`src/design/stb_pkg.sv`:
```
// Shared types and constants of the software timer bank.
`default_nettype none
package stb_pkg;

  // Number of timer slots (1 to 16) and the cap on results per tick
  localparam int NUM_TIMERS = 16;
  localparam int MAX_OUT    = 16;
  localparam int IDX_W      = (NUM_TIMERS > 1) ? $clog2(NUM_TIMERS) : 1;
  localparam int CNT_W      = $clog2(MAX_OUT + 1);

  // Operation codes
  localparam logic [1:0] FUNC_START = 2'd0;
  localparam logic [1:0] FUNC_STOP  = 2'd1;
  localparam logic [1:0] FUNC_TICK  = 2'd2;

  typedef struct packed {
    logic [1:0]  func;
    logic [3:0]  timer_index;
    logic [23:0] timeout;
    logic        one_shot;
    logic [15:0] elapsed;
  } stb_req_t;

  typedef struct packed {
    logic [3:0] expired_index;
    logic       last;
  } stb_rsp_t;

  // One slot entry as held in the slot memory
  typedef struct packed {
    logic [31:0] deadline;
    logic [23:0] period;
    logic        one_shot;
  } stb_slot_t;

  // Access request from the controller to the slot memory
  typedef struct packed {
    logic             re;
    logic [IDX_W-1:0] raddr;
    logic             we;
    logic [IDX_W-1:0] waddr;
    stb_slot_t        wdata;
  } stb_mem_req_t;

endpackage
`default_nettype wire

```
`src/design/stb_slot_ram.sv`:
```
// Slot memory: one write port, one read port with registered read data.
`default_nettype none
module stb_slot_ram
  import stb_pkg::*;
(
  input  wire logic         clk_i,
  input  wire stb_mem_req_t req_i,
  output stb_slot_t         rdata_o
);

  stb_slot_t mem_q [NUM_TIMERS];
  stb_slot_t rdata_q;

  // Write the addressed entry
  always_ff @(posedge clk_i) begin
    if (req_i.we) begin
      mem_q[req_i.waddr] <= req_i.wdata;
    end
  end

  // Register the read data
  always_ff @(posedge clk_i) begin
    if (req_i.re) begin
      rdata_q <= mem_q[req_i.raddr];
    end
  end

  assign rdata_o = rdata_q;

endmodule
`default_nettype wire

```
`src/design/stb_ctrl.sv`:
```
// Controller: clock, enable flags, scan sequencer and result register.
`default_nettype none
module stb_ctrl
  import stb_pkg::*;
(
  input  wire logic         clk_i,
  input  wire logic         rst_ni,
  input  wire logic         start,
  output logic              busy,
  input  wire stb_req_t     req_i,
  output stb_mem_req_t      mem_req_o,
  input  wire stb_slot_t    mem_rdata_i,
  output logic              result_valid_o,
  output stb_rsp_t          result_o
);

  localparam logic [1:0] ST_IDLE  = 2'd0;
  localparam logic [1:0] ST_SCAN  = 2'd1;
  localparam logic [1:0] ST_FLUSH = 2'd2;

  localparam logic [IDX_W-1:0] LAST_IDX = IDX_W'(NUM_TIMERS - 1);
  localparam logic [CNT_W-1:0] CNT_MAX  = CNT_W'(MAX_OUT);

  logic [1:0]            state_q, state_d;
  logic [31:0]           clock_q, clock_d;
  logic [NUM_TIMERS-1:0] en_q, en_d;
  logic [IDX_W-1:0]      chk_q, chk_d;
  logic [CNT_W-1:0]      cnt_q, cnt_d;
  logic                  pend_v_q, pend_v_d;
  logic [IDX_W-1:0]      pend_idx_q, pend_idx_d;
  logic                  res_v_q, res_v_d;
  stb_rsp_t              res_q, res_d;

  logic        accept;
  logic        idx_ok;
  logic [31:0] diff;
  logic [31:0] sum;
  logic [31:0] diff2;
  logic        hit;
  logic        behind;

  assign accept = start && (state_q == ST_IDLE);
  assign idx_ok = 32'(req_i.timer_index) < 32'(NUM_TIMERS);
  assign busy   = (state_q != ST_IDLE);

  // Expiry test and periodic reload of the slot under check
  assign diff   = clock_q - mem_rdata_i.deadline;
  assign hit    = en_q[chk_q] && !diff[31] && (cnt_q < CNT_MAX);
  assign sum    = mem_rdata_i.deadline + {8'd0, mem_rdata_i.period};
  assign diff2  = clock_q - sum;
  assign behind = (clock_q != sum) && !diff2[31];

  // Sequence the transactions and the scan
  always_comb begin
    state_d    = state_q;
    clock_d    = clock_q;
    en_d       = en_q;
    chk_d      = chk_q;
    cnt_d      = cnt_q;
    pend_v_d   = pend_v_q;
    pend_idx_d = pend_idx_q;
    res_v_d    = 1'b0;
    res_d      = res_q;
    mem_req_o  = '0;
    mem_req_o.wdata = mem_rdata_i;

    unique case (state_q)
      ST_IDLE: begin
        if (accept) begin
          unique case (req_i.func)
            FUNC_START: begin
              if (idx_ok && (req_i.timeout != 24'd0)) begin
                mem_req_o.we             = 1'b1;
                mem_req_o.waddr          = IDX_W'(req_i.timer_index);
                mem_req_o.wdata.deadline = clock_q + {8'd0, req_i.timeout};
                mem_req_o.wdata.period   = req_i.timeout;
                mem_req_o.wdata.one_shot = req_i.one_shot;
                en_d[IDX_W'(req_i.timer_index)] = 1'b1;
              end
            end
            FUNC_STOP: begin
              if (idx_ok) begin
                en_d[IDX_W'(req_i.timer_index)] = 1'b0;
              end
            end
            FUNC_TICK: begin
              clock_d         = clock_q + {16'd0, req_i.elapsed};
              mem_req_o.re    = 1'b1;
              mem_req_o.raddr = '0;
              chk_d           = '0;
              cnt_d           = '0;
              pend_v_d        = 1'b0;
              state_d         = ST_SCAN;
            end
            default: begin
            end
          endcase
        end
      end

      ST_SCAN: begin
        // Fetch the next slot while this one is checked
        if (chk_q != LAST_IDX) begin
          mem_req_o.re    = 1'b1;
          mem_req_o.raddr = chk_q + 1'b1;
          chk_d           = chk_q + 1'b1;
        end
        if (hit) begin
          cnt_d = cnt_q + 1'b1;
          if (mem_rdata_i.one_shot) begin
            en_d[chk_q] = 1'b0;
          end else begin
            mem_req_o.we             = 1'b1;
            mem_req_o.waddr          = chk_q;
            mem_req_o.wdata.deadline = behind ? clock_q : sum;
          end
          // Release the held result; the new one waits for a successor
          if (pend_v_q) begin
            res_v_d = 1'b1;
            res_d.expired_index = 4'(pend_idx_q);
            res_d.last          = 1'b0;
          end
          pend_v_d   = 1'b1;
          pend_idx_d = chk_q;
          if (chk_q == LAST_IDX) begin
            state_d = ST_FLUSH;
          end
        end else if (chk_q == LAST_IDX) begin
          if (pend_v_q) begin
            res_v_d = 1'b1;
            res_d.expired_index = 4'(pend_idx_q);
            res_d.last          = 1'b1;
          end
          pend_v_d = 1'b0;
          state_d  = ST_IDLE;
        end
      end

      ST_FLUSH: begin
        res_v_d = 1'b1;
        res_d.expired_index = 4'(pend_idx_q);
        res_d.last          = 1'b1;
        pend_v_d = 1'b0;
        state_d  = ST_IDLE;
      end

      default: begin
        state_d = ST_IDLE;
      end
    endcase
  end

  // Hold control state
  always_ff @(posedge clk_i or negedge rst_ni) begin
    if (!rst_ni) begin
      state_q  <= ST_IDLE;
      clock_q  <= '0;
      en_q     <= '0;
      cnt_q    <= '0;
      pend_v_q <= 1'b0;
      res_v_q  <= 1'b0;
    end else begin
      state_q  <= state_d;
      clock_q  <= clock_d;
      en_q     <= en_d;
      cnt_q    <= cnt_d;
      pend_v_q <= pend_v_d;
      res_v_q  <= res_v_d;
    end
  end

  // Hold payload
  always_ff @(posedge clk_i) begin
    chk_q      <= chk_d;
    pend_idx_q <= pend_idx_d;
    res_q      <= res_d;
  end

  assign result_valid_o = res_v_q;
  assign result_o       = res_q;

endmodule
`default_nettype wire

```
`src/design/software_timer_bank.sv`:
```
// Top level of the software timer bank.
//
// Command channel: a transaction is taken at a rising edge with start high
// and busy low; req_i carries func, timer_index, timeout, one_shot, elapsed.
// Start and stop complete in the cycle they are taken and leave busy low.
// A tick advances the millisecond clock and scans every slot, one slot per
// cycle through the slot memory (read, check, write back); busy stays high
// for the whole scan and, when the last slot expires, a flush state after it.
// The next start can be taken only once the scan, and any flush, is over.
// Results: each expired slot appears on result_o for one cycle, marked by
// result_valid_o, in slot order, the final one of a tick with last set.
// A result is held until the next expired slot is found or the scan ends,
// then shown in the following cycle; at most sixteen appear per tick.
// The receiver cannot stall; results must be taken as they come.
// Reset clears the clock and all enable flags; slot memory is not cleared,
// as the contents of disabled slots are never used.
`default_nettype none
module software_timer_bank
  import stb_pkg::*;
(
  input  wire logic     clk_i,
  input  wire logic     rst_ni,
  input  wire logic     start,
  output logic          busy,
  input  wire stb_req_t req_i,
  output logic          result_valid_o,
  output stb_rsp_t      result_o
);

  stb_mem_req_t mem_req;
  stb_slot_t    mem_rdata;

  stb_ctrl u_ctrl (
    .clk_i          (clk_i),
    .rst_ni         (rst_ni),
    .start          (start),
    .busy           (busy),
    .req_i          (req_i),
    .mem_req_o      (mem_req),
    .mem_rdata_i    (mem_rdata),
    .result_valid_o (result_valid_o),
    .result_o       (result_o)
  );

  stb_slot_ram u_ram (
    .clk_i   (clk_i),
    .req_i   (mem_req),
    .rdata_o (mem_rdata)
  );

  // A taken tick starts a scan
  a_tick_busy: assert property (@(posedge clk_i) disable iff (!rst_ni)
    (start && !busy && (req_i.func == FUNC_TICK)) |=> busy)
    else $error("tick transaction did not start a scan");

  // Results come only out of a scan
  a_res_in_scan: assert property (@(posedge clk_i) disable iff (!rst_ni)
    result_valid_o |-> $past(busy))
    else $error("result outside a scan");

  // Write-back never hits the entry being fetched
  a_no_rw_clash: assert property (@(posedge clk_i) disable iff (!rst_ni)
    (mem_req.we && mem_req.re) |-> (mem_req.waddr != mem_req.raddr))
    else $error("slot memory read and write to the same entry");

  // Memory is written only when idle or during a scan write-back with busy
  a_start_idle_write: assert property (@(posedge clk_i) disable iff (!rst_ni)
    (mem_req.we && !busy) |-> (start && (req_i.func == FUNC_START)))
    else $error("slot memory written outside a start or scan");

endmodule
`default_nettype wire

```
`config.mk`:
```
export PLATFORM = sky130hd
export DESIGN_NAME = software_timer_bank
export DESIGN_NICKNAME = d
export VERILOG_FILES = /design/src/design/stb_pkg.sv /design/src/design/stb_slot_ram.sv /design/src/design/stb_ctrl.sv /design/src/design/software_timer_bank.sv
export SDC_FILE = /design/constraint.sdc
export NUM_CORES = 2
export LEC_CHECK = 0
export ABC_AREA = 1
export BUFFER_PORTS_ARGS = -buffer_cell sky130_fd_sc_hd__buf_2
export CELL_PAD_IN_SITES_DETAIL_PLACEMENT = 1
export CELL_PAD_IN_SITES_GLOBAL_PLACEMENT = 1
export CORE_MARGIN = 8
export CORE_UTILIZATION = 55
export DETAILED_ROUTE_END_ITERATION = 7
export GPL_TIMING_DRIVEN = 0
export PLACE_DENSITY_LB_ADDON = 0.1
export SLEW_MARGIN = 30
export SYNTH_ARGS = -nofsm -noshare
export SYNTH_HDL_FRONTEND = slang
export SYNTH_SLANG_ARGS = --single-unit
export TNS_END_PERCENT = 1
```
`constraint.sdc`:
```
create_clock -name clk_i -period 15.4 [get_ports clk_i]
set_input_delay 3.08 -clock clk_i [delete_from_list [all_inputs] [get_ports clk_i]]
set_output_delay 3.08 -clock clk_i [all_outputs]
set_load 0.005 [all_outputs]
```
==> results_dict.tcl <==
set metrics [dict create \
    status "completed" \
    clk-insertion-delay-late_ns 0.74 \
    relSlewSlack 0.225 \
    seq_area_frac_synth 0.616 \
    pre_cts_ws_ns 7.99 \
    pin_count 57 \
    syn_nets 4940 \
    grt_first_pass_wirelength_um 291000 \
    dpl.cell_count 6078 \
    grt_setup_unrepaired "no" \
    p_per_area_nw_per_um2 256 \
    routed_wl_um 203000 \
    crit_required_ns 15.53 \
    antenna_found_initial 9 \
    min_path_cells 0 \
    cp-end-kind "register" \
    leakagePower_nw 22.4 \
    fin_crit_ns 6.61 \
    fin_tns_setup_ns 0 \
    finalCritPeriodShare 0.429 \
    total_power_mw 14.8 \
    skew_ns 0.0663 \
    initial_core_util 0.551 \
    drc 0 \
    post_cts_resized 0 \
    die-area_um2 101000 \
    numCtsBuffers 107 \
    avgRoutedWirePerCell_um 32.4 \
    via_count 41158 \
    cts_setup_buffers 0 \
    grtUsageTotal 0.392 \
    synth_edf_count 982 \
    synth-seq-cells 1039 \
    grt_max_degree 45 \
    hpwl_um 141000 \
    ys_types 55 \
    reg2regPathDepth 24 \
    setup_ws_ns 8.79 \
    cts_hold_buf 0 \
    clockBufferDepth 3 \
    die_w_um 318 \
    nets 5187 \
    critPathMaxFanout 16 \
    hold_path_class "reg -> reg" \
    drt_iter0_markers 5149 \
    maxSlewViolCount 0 \
    ir_drop_mv 0.134 \
    die_h_um 318 \
    cts_root_buf "clkbuf_16" \
    routed_via_density 6.56 \
    hold_viol 0 \
    core_um2 91100 \
    h-tree-depth 3 \
    io_buffers 56 \
    synthFlopType "edfxtp_1" \
    rows 111 \
    ant_nets 0 \
    cts_tree "done" \
    finalNonFillerCells 6275 \
    cap_violations 0 \
    grt_pass1_vias 43070 \
    crit_type "in -> reg" \
    startpoint_type "primary input" \
    path_clk_slew_ns 0.06 \
    area_growth_pct 15.0 \
    setup_viol 0 \
    drive_above_1_share 0.0993 \
    gp_congestion 0.956 \
    clock_sinks 1039 \
    synth_area_um2 50200 \
    syn-mean-instance-area_um2 10.6 \
    yosysWarnings 0 \
    ys_async_sr_fraction 0.0549 \
    fmax_mhz 151 \
    arrival_ns 6.74 \
    grt_overflow 0 \
    worst_pin_slew_ns 1.16 \
    netlist_instances 4754 \
    drt-pass1-iter-count 7 \
]
-- cells in the final DEF, fill, tap and decap left out, drive strengths merged, types with 2 or more instances in the layout --
cell and n:
ha 133, a22oi 14, a31oi 4, a21boi 3
xor2 39, fa 3, a221oi 2, nand3b 7
clkinv 48, nand4 24, nand3 395, nor3 19
o211ai 460, dfrtp 57, edfxtp 982, o21bai 11
mux2i 56, a21oi 145, xnor2 16, nor4 6
bufinv 11, buf 254, clkbuf 243, inv 663
o31ai 2, o22ai 17, or2 8, o21a 2
diode 3, a21o 12, o21ai 193, nand2 1086
nor2 163
-- cell usage after synthesis (all sizes together) (7+ instances only) --
master	n	share of area
nand4	24	0.0030
dfrtp	57	0.028
o22ai	17	0.0021
ha	133	0.033
nor2	163	0.013
nand2	1086	0.083
o211ai	460	0.069
o21bai	11	0.0017
a21o	12	0.0018
xor2	39	0.0068
nand3b	7	0.0011
inv	661	0.049
mux2i	56	0.011
edfxtp	982	0.59
clkbuf	109	0.0082
a21oi	145	0.016
or2	8	0.0010
buf	116	0.013
a22oi	14	0.0021
nand3	395	0.040
o21ai	193	0.020
nor3	19	0.0022
xnor2	16	0.0028
-- stage by stage --
step / hold WS, ns / utilization / instance area [um2]
after global placement: 0.406 / 0.570 / 52000
after CTS: 0.419 / 0.633 / 57700
after floorplan: 0.400 / - / 50200
final: 0.419 / 0.633 / 57700
after detailed placement: 0.406 / 0.595 / 54200
after global routing: 0.429 / 0.633 / 57700
-- kinds of logic after synthesis --
family	share of synthesized area
multiplexers	0.0112
AO/OA/AOI/OAI	0.114
buffers and inverters	0.0707
flip-flops	0.616
adder cells (fa/ha/maj)	0.0343
XOR/XNOR	0.00960
AND/OR/NAND/NOR	0.144
-- state kept, by name, summed over array words and instances, names as in the netlist, named ones only --
name	count
u_ctrl.chk_q	4
u_ctrl.state_q	2
u_ctrl.result_valid_o	1
u_ctrl.pend_v_q	1
u_ctrl.pend_idx_q	4
u_ram.mem_q	912
u_ram.rdata_o	57
u_ctrl.cnt_q	5
u_ctrl.result_o	5
u_ctrl.clock_q	32
-- worst max-delay path, stage by stage --
cell,delay [ns]
buf_2,0.16
inv_1,0.14
nand4_1,0.14
nor2_1,0.11
nand3_1,0.20
nand2_1,0.12
nor2_2,0.27
clkinv_1,0.57
nand2_1,0.50
nand2_1,0.28
clkbuf_1,0.33
nand2_1,0.13
nand3_1,0.69
-- final timing paths --
path | slack [ns] | start | end
hold reg to reg | 0.42 | u_ctrl.pend_idx_q[3]$_DFFE_PP_ | u_ctrl.result_o[4]$_DFFE_PP_
min in group asynchronous | 2.27 | rst_ni | u_ctrl.clock_q[13]$_DFFE_PN0P_
setup / recovery | 8.79 | req_i[18] | u_ram.mem_q[12][38]$_DFFE_PP_
hold / removal | 0.42 | u_ctrl.pend_idx_q[3]$_DFFE_PP_ | u_ctrl.result_o[4]$_DFFE_PP_
max in group asynchronous | 12.63 | rst_ni | async pin
setup reg to reg | 9.52 | u_ram.rdata_o[36]$_DFFE_PP_ | u_ram.mem_q[1][35]$_DFFE_PP_
-- where the power goes --
group	internal, mW	leakage (nW)	switching (mW)
Sequential	4.18	9.62	0.314
Clock	1.48	1.69	1.16
Combinational	1.89	11.1	5.74
Total	7.55	22.4	7.21
-- area by class of cell --
class                           count  area, um2
Inverter                          663       2490
Multi-Input combinational cell   2827      16000
Fill cell                        9509      33400
Timing Repair Buffer              138       2250
Tap cell                         1186       1480
Buffer                            225       1070
Antenna cell                        3       7.51
Clock buffer                      134       2820
Sequential cell                  1039      30900
Clock inverter                     60        643
-- per-layer routing --
metal	part of all wire	global-route usage	up-vias
met1	0.35	0.463	20213
met2	0.46	0.631	2907
met5	0.00021	0	-
met4	0.084	0.263	6
met3	0.11	0.101	898
li1	-	-	17134
Power figures use the tool's default switching activity.
